File: src/rtl/pic_pkg.sv
// Package with the shared constants, function codes and control types of the capture block.
`timescale 1ns / 1ps

package pic_pkg;

  localparam int DEPTH_DEFAULT      = 256;
  localparam int COUNT_BITS_DEFAULT = 16;

  localparam int FUNC_W       = 2;
  localparam int INDEX_W      = 8;
  localparam int EDGE_COUNT_W = 9;
  localparam int READ_DATA_W  = 16;
  localparam int TIMEOUT_W    = 16;

  localparam logic [TIMEOUT_W-1:0] TIMEOUT_RESET = 16'hFFFF;

  typedef enum logic [FUNC_W-1:0] {
    FUNC_TICK  = 2'd0,
    FUNC_EDGE  = 2'd1,
    FUNC_READ  = 2'd2,
    FUNC_CLEAR = 2'd3
  } func_t;

  // Request from the control logic to the interval store for one word.
  typedef struct packed {
    logic wr;
    logic rd;
    logic rd_in_range;
    logic clr;
  } store_req_t;

endpackage

File: src/rtl/pic_store.sv
// Interval store: a synchronous memory of captured intervals with per-entry valid bits.
`timescale 1ns / 1ps

module pic_store #(
  parameter int DEPTH      = pic_pkg::DEPTH_DEFAULT,
  parameter int COUNT_BITS = pic_pkg::COUNT_BITS_DEFAULT,
  localparam int IDX_W     = $clog2(DEPTH),
  localparam int CNT_W     = $clog2(DEPTH + 1)
) (
  input  logic                  clk,
  input  logic                  rst,
  input  pic_pkg::store_req_t   req,
  input  logic [IDX_W-1:0]      wr_addr,
  input  logic [COUNT_BITS-1:0] wr_data,
  input  logic [IDX_W-1:0]      rd_addr,
  input  logic [CNT_W-1:0]      clr_count,
  input  logic                  hold,
  output logic [COUNT_BITS-1:0] rd_data,
  output logic                  rd_hit
);

  logic [COUNT_BITS-1:0] mem [DEPTH];
  logic [DEPTH-1:0]      valid;
  logic [COUNT_BITS-1:0] mem_q;
  logic                  hit_q;

  always_ff @(posedge clk) begin
    if (req.wr) begin
      mem[wr_addr] <= wr_data;
    end
    if (req.rd && !hold) begin
      mem_q <= mem[rd_addr];
    end
  end

  always_ff @(posedge clk) begin
    if (rst) begin
      hit_q <= 1'b0;
    end else if (req.rd && !hold) begin
      hit_q <= req.rd_in_range && valid[rd_addr];
    end
  end

  // A clear invalidates only the entries below the current fill count.
  always_ff @(posedge clk) begin
    if (rst) begin
      valid <= '0;
    end else if (req.clr) begin
      for (int i = 0; i < DEPTH; i++) begin
        if (CNT_W'(i) < clr_count) begin
          valid[i] <= 1'b0;
        end
      end
    end else if (req.wr) begin
      valid[wr_addr] <= 1'b1;
    end
  end

  assign rd_data = mem_q;
  assign rd_hit  = hit_q;

endmodule

File: src/rtl/pulse_interval_capture.sv
// Top level of the pulse interval capture block.
`timescale 1ns / 1ps
// Usage: each word on the input channel (in_valid/in_ready) carries a function
// code and an entry index. A tick advances the interval counter or, at the
// timeout, restarts it and ends the transmission; an edge stores the counter
// in the next buffer entry (or sets overflow if full) and restarts it, a read
// returns one stored interval and a clear empties the buffer and the status.
// Every input word yields exactly one result word on the output channel
// (out_valid/out_ready) with the status after that word's update. Each word
// passes the memory stage (synchronous read of the interval memory) and then
// the output register. Throughput is one word per cycle while the receiver
// does not stall; the single memory port serves one access per word, and state
// updates complete in the acceptance cycle. When the receiver stalls, the
// output register and the memory stage hold their words; the input keeps being
// accepted until both are occupied. Reset clears the counter, the status, all
// valid bits and the pipeline, and sets the timeout to its maximum. No
// clearing pass is needed after reset. The timeout register may be written
// through cfg_wr_en/cfg_wr_data while the block is idle.

module pulse_interval_capture #(
  parameter int DEPTH      = pic_pkg::DEPTH_DEFAULT,
  parameter int COUNT_BITS = pic_pkg::COUNT_BITS_DEFAULT
) (
  input  logic                               clk,
  input  logic                               rst,
  input  logic                               cfg_wr_en,
  input  logic [pic_pkg::TIMEOUT_W-1:0]      cfg_wr_data,
  input  logic                               in_valid,
  output logic                               in_ready,
  input  logic [pic_pkg::FUNC_W-1:0]         func,
  input  logic [pic_pkg::INDEX_W-1:0]        entry_index,
  output logic                               out_valid,
  input  logic                               out_ready,
  output logic                               active,
  output logic [pic_pkg::EDGE_COUNT_W-1:0]   edge_count,
  output logic [pic_pkg::READ_DATA_W-1:0]    read_data,
  output logic                               timed_out,
  output logic                               overflow
);

  localparam int IDX_W = $clog2(DEPTH);
  localparam int CNT_W = $clog2(DEPTH + 1);
  localparam int CMP_W = (COUNT_BITS > pic_pkg::TIMEOUT_W) ? COUNT_BITS : pic_pkg::TIMEOUT_W;
  localparam int XI_W  = (CNT_W > pic_pkg::INDEX_W) ? CNT_W : pic_pkg::INDEX_W;
  localparam int EC_W  = (CNT_W > pic_pkg::EDGE_COUNT_W) ? CNT_W : pic_pkg::EDGE_COUNT_W;
  localparam int RD_W  = (COUNT_BITS > pic_pkg::READ_DATA_W) ? COUNT_BITS : pic_pkg::READ_DATA_W;
  localparam logic [CNT_W-1:0] DEPTH_CNT = CNT_W'(DEPTH);
  localparam logic [XI_W-1:0]  DEPTH_XI  = XI_W'(DEPTH);

  // Architectural state.
  logic [pic_pkg::TIMEOUT_W-1:0] timeout_ticks;
  logic [COUNT_BITS-1:0]         tick_counter, tick_counter_next;
  logic                          active_flag, active_flag_next;
  logic [CNT_W-1:0]              stored_edges, stored_edges_next;
  logic                          dropped_flag, dropped_flag_next;
  logic                          tout_next;

  // Memory stage and output register.
  logic                          s1_valid;
  logic                          s1_active, s1_tout, s1_dropped, s1_read;
  logic [CNT_W-1:0]              s1_count;
  logic                          out_full;
  logic                          o_active, o_tout, o_dropped;
  logic [pic_pkg::EDGE_COUNT_W-1:0] o_count;
  logic [pic_pkg::READ_DATA_W-1:0]  o_data;

  logic                          accept, s1_advance;
  pic_pkg::func_t                func_code;
  pic_pkg::store_req_t           req;
  logic [XI_W-1:0]               idx_ext;
  logic [CMP_W-1:0]              cnt_ext, tmo_ext;
  logic [COUNT_BITS-1:0]         mem_rd_data;
  logic                          mem_rd_hit;
  logic [EC_W-1:0]               count_ext;
  logic [RD_W-1:0]               data_ext;

  assign s1_advance = s1_valid && (!out_full || out_ready);
  assign in_ready   = !s1_valid || !out_full || out_ready;
  assign accept     = in_valid && in_ready;
  assign func_code  = pic_pkg::func_t'(func);
  assign idx_ext    = XI_W'(entry_index);
  assign cnt_ext    = CMP_W'(tick_counter);
  assign tmo_ext    = CMP_W'(timeout_ticks);

  always_ff @(posedge clk) begin
    if (rst) begin
      timeout_ticks <= pic_pkg::TIMEOUT_RESET;
    end else if (cfg_wr_en) begin
      timeout_ticks <= cfg_wr_data;
    end
  end

  always_comb begin
    tick_counter_next = tick_counter;
    active_flag_next  = active_flag;
    stored_edges_next = stored_edges;
    dropped_flag_next = dropped_flag;
    tout_next         = 1'b0;
    req               = '0;
    case (func_code)
      pic_pkg::FUNC_TICK: begin
        if (cnt_ext >= tmo_ext || tick_counter == '1) begin
          tick_counter_next = '0;
          if (active_flag) begin
            active_flag_next  = 1'b0;
            stored_edges_next = '0;
            tout_next         = 1'b1;
          end
        end else begin
          tick_counter_next = tick_counter + COUNT_BITS'(1);
        end
      end
      pic_pkg::FUNC_EDGE: begin
        if (stored_edges < DEPTH_CNT) begin
          req.wr            = accept;
          stored_edges_next = stored_edges + CNT_W'(1);
        end else begin
          dropped_flag_next = 1'b1;
        end
        tick_counter_next = '0;
        active_flag_next  = 1'b1;
      end
      pic_pkg::FUNC_READ: begin
        req.rd          = accept;
        req.rd_in_range = idx_ext < DEPTH_XI;
      end
      pic_pkg::FUNC_CLEAR: begin
        req.clr           = accept;
        active_flag_next  = 1'b0;
        stored_edges_next = '0;
        dropped_flag_next = 1'b0;
      end
      default: begin
        tick_counter_next = tick_counter;
      end
    endcase
  end

  always_ff @(posedge clk) begin
    if (rst) begin
      tick_counter <= '0;
      active_flag  <= 1'b0;
      stored_edges <= '0;
      dropped_flag <= 1'b0;
    end else if (accept) begin
      tick_counter <= tick_counter_next;
      active_flag  <= active_flag_next;
      stored_edges <= stored_edges_next;
      dropped_flag <= dropped_flag_next;
    end
  end

  pic_store #(
    .DEPTH      (DEPTH),
    .COUNT_BITS (COUNT_BITS)
  ) u_store (
    .clk       (clk),
    .rst       (rst),
    .req       (req),
    .wr_addr   (stored_edges[IDX_W-1:0]),
    .wr_data   (tick_counter),
    .rd_addr   (idx_ext[IDX_W-1:0]),
    .clr_count (stored_edges),
    .hold      (1'b0),
    .rd_data   (mem_rd_data),
    .rd_hit    (mem_rd_hit)
  );

  // The memory stage: status of the word whose memory read is under way.
  always_ff @(posedge clk) begin
    if (rst) begin
      s1_valid <= 1'b0;
    end else if (accept) begin
      s1_valid <= 1'b1;
    end else if (s1_advance) begin
      s1_valid <= 1'b0;
    end
  end

  always_ff @(posedge clk) begin
    if (accept) begin
      s1_active  <= active_flag_next;
      s1_count   <= stored_edges_next;
      s1_tout    <= tout_next;
      s1_dropped <= dropped_flag_next;
      s1_read    <= func_code == pic_pkg::FUNC_READ;
    end
  end

  assign count_ext = EC_W'(s1_count);
  assign data_ext  = (s1_read && mem_rd_hit) ? RD_W'(mem_rd_data) : '0;

  always_ff @(posedge clk) begin
    if (rst) begin
      out_full <= 1'b0;
    end else if (s1_advance) begin
      out_full <= 1'b1;
    end else if (out_ready) begin
      out_full <= 1'b0;
    end
  end

  always_ff @(posedge clk) begin
    if (s1_advance) begin
      o_active  <= s1_active;
      o_count   <= count_ext[pic_pkg::EDGE_COUNT_W-1:0];
      o_data    <= data_ext[pic_pkg::READ_DATA_W-1:0];
      o_tout    <= s1_tout;
      o_dropped <= s1_dropped;
    end
  end

  assign out_valid  = out_full;
  assign active     = o_active;
  assign edge_count = o_count;
  assign read_data  = o_data;
  assign timed_out  = o_tout;
  assign overflow   = o_dropped;

endmodule

File: config.mk
export PLATFORM = sky130hd
export DESIGN_NAME = pulse_interval_capture
export DESIGN_NICKNAME = d
export VERILOG_FILES = /design/src/rtl/pic_pkg.sv /design/src/rtl/pic_store.sv /design/src/rtl/pulse_interval_capture.sv
export SDC_FILE = /design/constraint.sdc
export NUM_CORES = 2
export LEC_CHECK = 0
export BUFFER_PORTS_ARGS = -buffer_cell sky130_fd_sc_hd__buf_4
export CELL_PAD_IN_SITES_DETAIL_PLACEMENT = 0
export CELL_PAD_IN_SITES_GLOBAL_PLACEMENT = 1
export CORE_AREA = 5 5 569 515
export CTS_CLUSTER_SIZE = 10
export DETAILED_ROUTE_END_ITERATION = 6
export DIE_AREA = 0 0 574 520
export HOLD_SLACK_MARGIN = 0.1
export PLACE_DENSITY_LB_ADDON = 0.1
export SKIP_LAST_GASP = 1
export SYNTH_ARGS = -nofsm -noshare
export SYNTH_HDL_FRONTEND = slang
export SYNTH_SLANG_ARGS = --single-unit
File: constraint.sdc
create_clock -name clk -period 14.5 [get_ports clk]
set_clock_uncertainty 0.1 [all_clocks]
set_input_delay 1.45 -clock clk [delete_from_list [all_inputs] [get_ports clk]]
set_output_delay 1.45 -clock clk [all_outputs]
set_load 0.01 [all_outputs]
# Yosys cells after proc, flatten, opt, wreduce, memory -nomap -nowiden
# Memories as Yosys holds them, arrays and structs flattened. A register that Yosys moved wholly into a read port is not among the register bits.
# Cells that the tools add are included.
dict set report classes {
  add_sub_neg 2
  magnitude_cmp 262
  n_eq_ne 260
  mux 283
  bitwise_logic 1
  n_reduce_logical 274
}
# cell count
set ops {}
lappend ops {{< comparator 8 x 9 -> 1 bit (first input constant)} 128}
lappend ops {{< comparator 7 x 9 -> 1 bit (first input constant)} 64}
lappend ops {{AND reduction 2 bit} 258}
lappend ops {{two-way mux 256 bit} 2}
lappend ops {{!= test 2 x 1 -> 1 bit (second input constant)} 256}
lappend ops {{< comparator 6 x 9 -> 1 bit (first input constant)} 32}
lappend ops {{two-way mux 1 bit} 270}
lappend ops {{OR 256 bit} 1}
lappend ops {{< comparator 5 x 9 -> 1 bit (first input constant)} 16}
lappend ops {{< comparator 4 x 9 -> 1 bit (first input constant)} 8}
lappend ops {{< comparator 3 x 9 -> 1 bit (first input constant)} 4}
lappend ops {{one-hot mux 16 bit (2 select lines)} 1}
lappend ops {{< comparator 8 x 9 -> 1 bit (second input constant)} 3}
lappend ops {{two-way mux 9 bit} 3}
lappend ops {{one-hot mux 9 bit (3 select lines)} 1}
lappend ops {{< comparator 1 x 9 -> 1 bit (first input constant)} 2}
lappend ops {{< comparator 2 x 9 -> 1 bit (first input constant)} 2}
lappend ops {{adder 16 x 1 -> 16 bit (second input constant)} 1}
lappend ops {{equality test 16 bit (second input constant)} 1}
lappend ops {{>= comparator 16 bit} 1}
lappend ops {{two-way mux 16 bit} 1}
lappend ops {{adder 9 x 1 -> 9 bit (second input constant)} 1}
lappend ops {{< comparator 9 bit (second input constant)} 1}
lappend ops {{binary-select mux 1 bit (select 8 bit)} 1}
lappend ops {{other kinds (12)} 24}
dict set report totals {
  reg_bits 343
  mem_bits_rw 4096
  inputBits 31
  wordCells 1357
  memories 1
}
# memory words word_bits rd rd_ports_with_merged_regs wr line
set memory_table {}
lappend memory_table {u_store.mem 256 16 1 1 1 pic_store.sv:22} ;# logic [COUNT_BITS-1:0] mem [DEPTH];

# Longest topological paths before layout
dict set report logic_depth {
  depth_word 8
  ltp_mapped 12
  depth_no_buf 9
}

# By module
# From an unflattened synthesis, not the netlist that was laid out.
dict set report hier_totals {
  cells_unflattened 8184
  area_unflattened_um2 173112.3
}
# module instances cells_per_inst area_per_inst_um2
set modules_own_cells {}
lappend modules_own_cells {pic_store 1 7764 169037.1}
lappend modules_own_cells {pulse_interval_capture 1 420 4075.2}

# Worst setup path before layout
# No wires, ideal clock.
dict set report synth_timing {
  path_kind {register to register}
  startpoint {reg tick_counter[6], in the netlist cnt_ext[6]}
  endpoint {reg tick_counter[7], in the netlist cnt_ext[7]}
  arrival_ns 5.776
  setup_slack_ns 8.496
  path_stages_with_launch 9
  n_path_buf 1
  synth_period_minus_slack_ns 6.004
  path_cell_list {dfxtp_1 and4_1 nand2_1 or3_1 o22ai_1 nor3_1 o21ai_1 clkbuf_1 nor2_1}
}
dict set report synth_between {
  elab_chain_len 4
  word_cells_on_any_way 6
  classes_between {add/sub: 1; order compare: 1; eq/ne: 1; mux: 2; reduce/logical: 1}
}
# item line
set synth_rtl {}
lappend synth_rtl {{start: declaration} pulse_interval_capture.sv:52} ;# logic [COUNT_BITS-1:0] tick_counter, tick_counter_next;
lappend synth_rtl {{start signal: assignment} pulse_interval_capture.sv:146} ;# tick_counter <= tick_counter_next;
lappend synth_rtl {{>= comparator 16 bit or equality test 16 bit (tied branches)} pulse_interval_capture.sv:102} ;# if (cnt_ext >= tmo_ext || tick_counter == '1) begin
lappend synth_rtl {{logical OR 1 bit} pulse_interval_capture.sv:102}
lappend synth_rtl {{two-way mux 16 bit *} pulse_interval_capture.sv:102}
lappend synth_rtl {{one-hot mux 16 bit (2 select lines) *} pulse_interval_capture.sv:100} ;# case (func_code)
# Every way passes the cells marked *; elsewhere a longest branch is shown, timed or not.
# A chain may end at the register's enable or synchronous reset.

==> flow_metrics.env <==
export IMPL_cts_resized_gates=0
export IMPL_area_growth_syn_to_layout_pct=12.06
export IMPL_maxCapViolations=1
export IMPL_critPathMaxFanout=96
export IMPL_power_mw=26.12
export IMPL_synth_warnings=0
export IMPL_fp_dieW_um=574
export IMPL_powerDensity_nw_per_um2=134.2
export IMPL_final_util_pct=67.91
export IMPL_layout_nets=8715
export IMPL_synth_flop_cell="edfxtp_1"
export IMPL_synth_edf_count=4153
export IMPL_crit_path_end_kind="flop"
export IMPL_dieArea_um2=298500
export IMPL_syn_nets=8250
export IMPL_synth_cells=8198
export IMPL_vdd_drop_max_uv=139.8
export IMPL_netlist_top_cells_area="edfxtp_1, mux4_2, dfxtp_1"
export IMPL_clk_insertion_delay_late_ns=1.02
export IMPL_clock_sinks=4455
export IMPL_yosysSeqAreaShare_pct=75.28
export IMPL_async_flop_share_pct=0
export IMPL_report_final_setup_viol=0
export IMPL_status="complete, but fails checks"
export IMPL_hp_class="flop to flop"
export IMPL_tns_ns=0
export IMPL_ys_ff_latch=4455
export IMPL_ctsHoldBuffers=0
export IMPL_drt_pass1_iter_count=7
export IMPL_maxSlewViolCount=2
export IMPL_root_buffer="clkbuf_16"
export IMPL_ant_nets=0
export IMPL_finalHoldViolations=0
export IMPL_grt_setup_unrepaired="no"
export IMPL_rows=187
export IMPL_cts_tree="yes"
export IMPL_grt_max_degree=211
export IMPL_ys_types=65
export IMPL_start_kind="primary input"
export IMPL_grt_pass1_wl_um=662700
export IMPL_synth_top_area_share_pct=71.80
export IMPL_clk_pin_slew_ns=0.05
export IMPL_routabilityCongestion=0.8828
export IMPL_leakagePower_nw=65.26
export IMPL_syn_avg_cell_area_um2=21.19
export IMPL_fin_crit_ns=6.585
export IMPL_cts_buffers=518
export IMPL_failed_checks="design-rule violations, max-capacitance violations, max-slew violations"
export IMPL_stdcell_area_um2=194700
export IMPL_grt_pass1_vias=88700
export IMPL_yosys_area_top_type="edfxtp_1"
export IMPL_clock_path_buffers=4
export IMPL_core_um2=286600
export IMPL_grt_antenna_before_repair=19
export IMPL_cp_data_required_time_ns=15.11
export IMPL_crit_arrival_ns=7.19
export IMPL_h_tree_depth=6
export IMPL_drt_vias_per_instance=7.119
export IMPL_post_cts_setup_buffers=0
export IMPL_fp_dieH_um=520
export IMPL_path_class="primary input to flop"
export IMPL_worstMarginPinSlew_ns=1.530
export IMPL_wl_per_cell_um=36.96
export IMPL_period_share_pct=45.42
export IMPL_layout_commonest_cell="edfxtp_1"
export IMPL_ioPinCount=61
export IMPL_wl_um=464100
export IMPL_start_util_pct=60.60
export IMPL_fmax_ghz=0.1519
export IMPL_drive_gt1_share_pct=28.83
export IMPL_place_area_um2=180400
export IMPL_place_hpwl_um=264100
export IMPL_final_cell_mix="edfxtp_1, mux4_2, clkbuf_16"
export IMPL_netlist_area_um2=173700
export IMPL_nFillCells=17750
export IMPL_via_count=89400
export IMPL_slew_headroom_pct=-3.111
export IMPL_gr_total_overflow=0
export IMPL_drt_iter0_markers=13170
export IMPL_io_buffers=60
export IMPL_track_usage_pct=31.10
export IMPL_drcViolationCount=2
synth_stat cells (16+ instances only):
master,instances
dfxtp_1,302
a22oi_1,84
nor2_1,379
o21ai_0,53
nand2_1,318
o211ai_1,21
ha_1,21
nand2b_1,23
or3_1,16
nand3_1,56
a211oi_1,202
mux4_2,1345
buf_1,57
buf_6,17
mux2i_1,24
and3_1,26
inv_1,29
nor3_1,41
a21oi_1,130
and2_1,16
a31oi_1,214
a22o_1,64
clkbuf_1,358
buf_2,105
edfxtp_1,4153
metrics by stage:
step                      setup WS (ns)  hold slack, ns  cells
after floorplan                   8.496          0.3003   8198
after global placement            6.784          0.3054  11920
after detailed placement          6.797          0.3144  11920
after CTS                         7.844          0.3132  12550
after global routing              7.420          0.3226  12550
final                             7.915          0.3197  12560
power breakdown:
part | internal, mW | leakage [nW] | switching, mW
clock network | 6.54 | 6.95 | 4.88
logic | 0.325 | 13.9 | 0.483
registers | 13.9 | 44.4 | 0.0181
total | 20.7 | 65.3 | 5.38
sequential cells by signal (all words and copies together), names as in the netlist, 9 cells and up:
signal / cells
cnt_ext: 16
count_ext: 9
edge_count: 9
read_data: 16
stored_edges: 9
timeout_ticks: 16
u_store.mem: 4096
u_store.rd_data: 16
u_store.valid: 256
kinds of logic after synthesis:
family | Yosys count | share of synthesized area [%]
DFF | 4455 | 75.28
muxes | 1370 | 17.58
adders and majority gates | 21 | 0.1513
and+or+nand+nor | 936 | 2.319
xor gates and xnor gates | 14 | 0.07059
buffers and inverters | 576 | 1.405
AOI/OAI and AO/OA | 826 | 3.194
path summary, 6_finish.rpt:
check | cells after the start | slack (ns) | endpoint | start
max | 10 | 7.91 | u_store.rd_data[13]$_DFFE_PP_ | entry_index[0]
min | 0 | 0.32 | active$_DFFE_PP_ | s1_active$_DFFE_PP_
max reg2reg | 6 | 10.05 | u_store.mem[149][12]$_DFFE_PP_ | stored_edges[4]$_SDFFE_PP0P_
min reg2reg | 0 | 0.32 | active$_DFFE_PP_ | s1_active$_DFFE_PP_
worst max-delay path, stage by stage:
cell and delay, ns:
buf_16 0.49, buf_4 0.76, buf_4 0.84, buf_4 0.87, mux4_2 0.60, mux4_2 0.51, a22oi_1 0.19, nand2_1 0.25
a22oi_1 0.77, nand3_1 0.15
layer usage:
metal	vias to the layer above	track usage, %	part of all wire [%]
li1	35300	-	-
met1	47690	45.93	38
met2	5574	47.50	47
met3	827	7.098	11
met4	14	9.532	3.3
met5	-	0	0.020
cell type report:
cell class | instances | area, um^2 | area share, %
Timing Repair Buffer | 488 | 3880 | 1.993
Clock inverter | 56 | 922.1 | 0.4737
Sequential cell | 4455 | 130800 | 67.20
Tap cell | 3780 | 4730 | 2.430
Clock buffer | 569 | 13360 | 6.861
Antenna cell | 10 | 25.02 | 0.01286
Inverter | 33 | 131.4 | 0.06749
Multi-Input combinational cell | 3167 | 40790 | 20.96
Power figures use the tool's default switching activity.
